==> config.mk <==
export PLATFORM = sky130hd
export DESIGN_NAME = lcs_ram
export DESIGN_NICKNAME = d
export VERILOG_FILES = /design/src/rtl/core/lcs_ram.sv
export SDC_FILE = /design/constraint.sdc
export NUM_CORES = 2
export LEC_CHECK = 0
export ABC_AREA = 1
export ABC_CLOCK_PERIOD_IN_PS = 2900
export BUFFER_PORTS_ARGS = -buffer_cell sky130_fd_sc_hd__buf_2
export CAP_MARGIN = 20
export CORE_ASPECT_RATIO = 1.75
export CORE_MARGIN = 2
export CORE_UTILIZATION = 45
export CTS_CLUSTER_SIZE = 8
export DETAILED_ROUTE_END_ITERATION = 10
export GPL_ROUTABILITY_DRIVEN = 0
export SLEW_MARGIN = 20
export SYNTH_ARGS = -nofsm -noshare
export SYNTH_HDL_FRONTEND = slang
export SYNTH_SLANG_ARGS = --single-unit
==> constraint.sdc <==
create_clock -name clk -period 2.9 [get_ports clk]
set_input_delay 0.58 -clock clk [delete_from_list [all_inputs] [get_ports clk]]
set_output_delay 0.58 -clock clk [all_outputs]
set_load 0.01 [all_outputs]
==> src/rtl/core/lcs_ram.sv <==
// ----------------------------------------------------------------------------
// lcs_ram
// Generic simple dual-port RAM with one write port and a registered read port.
// ----------------------------------------------------------------------------
module lcs_ram #(
  parameter int WIDTH = 8,
  parameter int DEPTH = 256
) (
  input  logic                     clk,
  input  logic                     we,
  input  logic [$clog2(DEPTH)-1:0] waddr,
  input  logic [WIDTH-1:0]         wdata,
  input  logic [$clog2(DEPTH)-1:0] raddr,
  output logic [WIDTH-1:0]         rdata
);

  logic [WIDTH-1:0] mem [DEPTH];

  always_ff @(posedge clk) begin
    if (we) begin
      mem[waddr] <= wdata;
    end
    rdata <= mem[raddr];
  end

endmodule

### Word-level counts from Yosys, hierarchy flattened

Memories as Yosys holds them, arrays and structs flattened. A register that Yosys moved wholly into a read port is not among the register bits.
Index checks and enable logic that the tools add are counted.

| word-level totals | value |
|---|---|
| flip-flop bits (word level) | 0 |
| RAM bits | 2048 |
| logic and storage cells | 3 |
| memories kept | 1 |

Memory list:

| name | depth | width | read ports | clocked after Yosys merged registers in | wr ports | line | text |
|---|---|---|---|---|---|---|---|
| mem | 256 | 8 | 1 | 1 | 1 | 17 | `logic [WIDTH-1:0] mem [DEPTH];` |

| cells by class | value |
|---|---|
| multiplexer cells | 2 |

Operators with widths:

| kind | count |
|---|---|
| 2-to-1 mux 1 bit | 2 |

### Longest topological paths before layout

| logic depth | value |
|---|---|
| word-level depth | 2 |
| depth in mapped cells | 15 |
| gate-level depth less buffers | 11 |

### Worst setup path before layout

No wires, ideal clock.

| path | value |
|---|---|
| kind | input-to-reg |
| start | input port we |
| end | memory mem[162][0], enable pin |
| arrival time | 1.701 ns |
| required time | 2.530 ns |
| slack | 0.829 ns |
| stages | 4 |
| buffers on the path | 2 |
| cells stage by stage | clkbuf_1 nand3_1 clkbuf_1 nor2_1 |

| between the ends | value |
|---|---|
| cells in the longest elaborated chain, start to end | 2 |

RTL lines:

| item | line | text |
|---|---|---|
| from (decl) | 10 | `input logic we,` |
| 2-to-1 mux 1 bit | 20 | `if (we) begin` |
| 2-to-1 mux 1 bit (implied by the code) | 21 | `mem[waddr] <= wdata;` |
| to (decl) | 17 |  |

No other way between the ends.

==> impl_metrics.sql <==
INSERT INTO impl_metrics (metric_group, metric, value, unit) VALUES
('sta', 'final_period_minus_worst_setup_slack', '2.40', 'ns'),
('outcome', 'run_status', 'complete, no violations', ''),
('placement', 'dp_hpwl', '155000', 'um'),
('cts', 'clock_sinks', '2056', ''),
('grt', 'global_routing_usage_summed_across_all_routing_layers', '0.262', ''),
('floorplan', 'rows', '209', ''),
('cts', 'clock_tree_from_tritoncts', 'built', ''),
('final_layout', 'area.growth.synth_to_final', '17.1', '%'),
('sta', 'slew_headroom', '0.387', ''),
('cts', 'numCtsBuffers', '299', ''),
('cts', 'ctsHtreeMaxLevel', '5', ''),
('sta', 'setup_tns', '0', 'ns'),
('grt', 'grt_first_pass_wirelength', '364000', 'um'),
('power_and_ir_drop', 'cellPowerDensity', '692', 'nW/um^2'),
('min_path', 'timing.hold.worst.class', 'primary input to flop', ''),
('synthesis', 'netlist_area', '83400', 'sq um'),
('synthesis', 'net_count_synth', '7029', ''),
('cts', 'postCtsResizedCells', '0', ''),
('final_layout', 'postLayoutCoreUtil', '0.529', ''),
('synthesis', 'synth.top_cell.area_share', '0.737', ''),
('floorplan', 'initial_core_util', '0.452', ''),
('final_layout', 'stdcell_count', '9878', ''),
('grt', 'first_global_vias', '56000', ''),
('cts', 'cts.clk_slew.worst_paths', '0.05', 'ns'),
('synthesis', 'cell_type_with_the_highest_aggregate_area_in_the_netlist', 'edfxtp_1', ''),
('drt', 'routedWlPerCell', '25.2', 'um'),
('floorplan', 'fp.coreArea', '185000', 'sq um'),
('synthesis', 'synth-seq-cells', '2056', ''),
('grt', 'grt_overflow_total', '0', ''),
('synthesis', 'netlist_top_cells_area', 'edfxtp_1, nand3_1, nand2_1, buf_2, nor2_1', ''),
('synthesis', 'postSynthAreaPerCell', '11.9', 'sq um'),
('drt', 'post_drt_via_cell_ratio', '5.71', ''),
('sta', 'setup_viol', '0', ''),
('power_and_ir_drop', 'power', '0.0676', 'W'),
('worst_setup_path', 'type_of_the_worst_setup_path', 'primary input to flop', ''),
('sta', 'max_clock_freq', '0.418', 'GHz'),
('worst_setup_path', 'crit_path_end_kind', 'flop', ''),
('final_layout', 'drive_above_1_share', '0.122', ''),
('synthesis', 'synth.yosys.seq_area_share', '0.739', ''),
('final_layout', 'final_layout_net_count', '7426', ''),
('drt', 'wirelength', '249000', 'um'),
('cts', 'clk_latency', '0.85', 'ns'),
('drt', 'dr.first_iter.drc_count', '5603', ''),
('sta', 'final_count_of_pins_violating_max_slew', '0', ''),
('cts', 'ctsLongestPathBuffers', '4', ''),
('final_layout', 'layout_commonest_cell', 'nand2_1', ''),
('floorplan', 'design.die.area', '189000', 'sq um'),
('synthesis', 'syn_inst', '7003', ''),
('cts', 'cts.repair_timing.setup_buffer_count', '0', ''),
('placement', 'port_buffers', '33', ''),
('power_and_ir_drop', 'worst_ir_drop_vdd', '0.000471', 'V'),
('final_layout', 'fill_cells', '15700', ''),
('sta', 'final_min_period_over_clock_period', '0.826', ''),
('sta', 'worst_pin_slew', '0.918', 'ns'),
('drt', 'drt_first_pass_iters', '6', ''),
('worst_setup_path', 'cp_max_fo', '43', ''),
('power_and_ir_drop', 'static-leakage-power', '34.9', 'nW'),
('floorplan', 'die_x', '329', 'um'),
('synthesis', 'yosys_warnings', '0', ''),
('sta', 'setup_repair_after_global_routing_missed_its_margin', 'no', ''),
('synthesis', 'ys_types', '14', ''),
('drt', 'route.vias.total', '56400', ''),
('flow_run', 'drv_cap', '0', ''),
('grt', 'pin_count_of_the_biggest_net_entering_global_routing', '91', ''),
('floorplan', 'io-pin-count', '34', ''),
('worst_setup_path', 'crit_path_start_kind', 'primary input', ''),
('drt', 'antenna_violating_nets_remaining', '0', ''),
('cts', 'post_cts_hold_buffer_count', '0', ''),
('grt', 'antenna_found_initial', '8', ''),
('worst_setup_path', 'cp_data_required_time', '3.65', 'ns'),
('drt', 'drt_drc_violations_left', '0', ''),
('final_layout', 'commonest_cells_after_routing_fill_and_taps_aside', 'nand2_1, edfxtp_1, nand3_1', ''),
('floorplan', 'die_h', '573', 'um'),
('placement', 'dp_cells', '9525', ''),
('cts', 'cts.root.buffer_cell', 'clkbuf_16', ''),
('sta', 'timing.final.hold_violations', '0', ''),
('sta', 'finalClockSkew', '0.0381', 'ns'),
('worst_setup_path', 'arrival', '3.15', 'ns');
[synth_stat cells]
cell type and instances:
nand3_1 2019, inv_4 1, buf_8 1, nor2_1 283
dfxtp_1 8, nand2_1 2123, buf_6 16, edfxtp_1 2048
inv_1 36, buf_2 268, clkbuf_1 112, buf_1 40
buf_4 46, inv_2 2
[where the power goes]
group | total (W) | switching [W] | internal (W) | leakage (nW)
logic | 0.00420 | 0.00305 | 0.00115 | 12.5
clock network | 0.0306 | 0.0118 | 0.0187 | 3.91
registers | 0.0329 | 0.0000319 | 0.0328 | 18.5
[final timing paths]
kind,start,slack [ns],endpoint,depth (start not counted)
setup / recovery,raddr[0],0.50,rdata[3],14
hold / removal,wdata[5],0.07,mem[63][5],1
setup reg to reg,mem[145][4],0.76,rdata[4],11
hold reg to reg,mem[13][2],0.99,rdata[2],10
[layer usage]
layer | vias to the layer above | wire [um] | GRT usage
met5 | - | 62 | 0
met4 | 10 | 15800 | 0.153
met2 | 2373 | 130000 | 0.463
met1 | 27900 | 87600 | 0.299
li1 | 25500 | - | -
met3 | 632 | 15800 | 0.0385
[critical path, cell delays in order]
cell and delay (ns):
buf_8 0.16, inv_16 0.18, buf_12 0.26, buf_4 0.47
nand2_1 0.12, nand3_1 0.10, nand3_1 0.10, nand3_1 0.13
nand3_1 0.10, nand3_1 0.30, nand3_1 0.19, nand2_1 0.10
nand2_1 0.15, nand2_1 0.11
[registers in the layout (all words and copies together), names as in the netlist]
| name | count |
|---|---|
| mem | 2048 |
| rdata | 8 |
[through the flow]
step	instance area, sq um	hold WS, ns	setup WS, ns
floorplan	83400	0.679	0.829
global placement	89700	0.920	-0.249
detailed placement	89700	0.926	-0.281
CTS	97700	0.0500	0.572
global route	97700	0.0679	0.455
finish	97700	0.0731	0.505
[cell families (layout without fill, tap and decap cells)]
family / after synthesis / in the layout / synth area share
buf+inv: 522 / 969 / 0.0312
simple gates: 4425 / 4425 / 0.229
other cells: 0 / 2 / 0
flops: 2056 / 2056 / 0.739
[layout make-up]
| class | instances | area [sq um] | share of cell area |
|---|---|---|---|
| clock buffers | 336 | 7810 | 0.0800 |
| diodes | 2 | 5.00 | 0.0000512 |
| repair buffers | 579 | 5690 | 0.0583 |
| multi-input cells | 4425 | 19100 | 0.196 |
| well taps | 2426 | 3040 | 0.0311 |
| clock inverters | 15 | 165 | 0.00169 |
| flip-flops and latches | 2056 | 61700 | 0.631 |
| inverters | 39 | 180 | 0.00184 |
(Power assumes the default switching activity.)
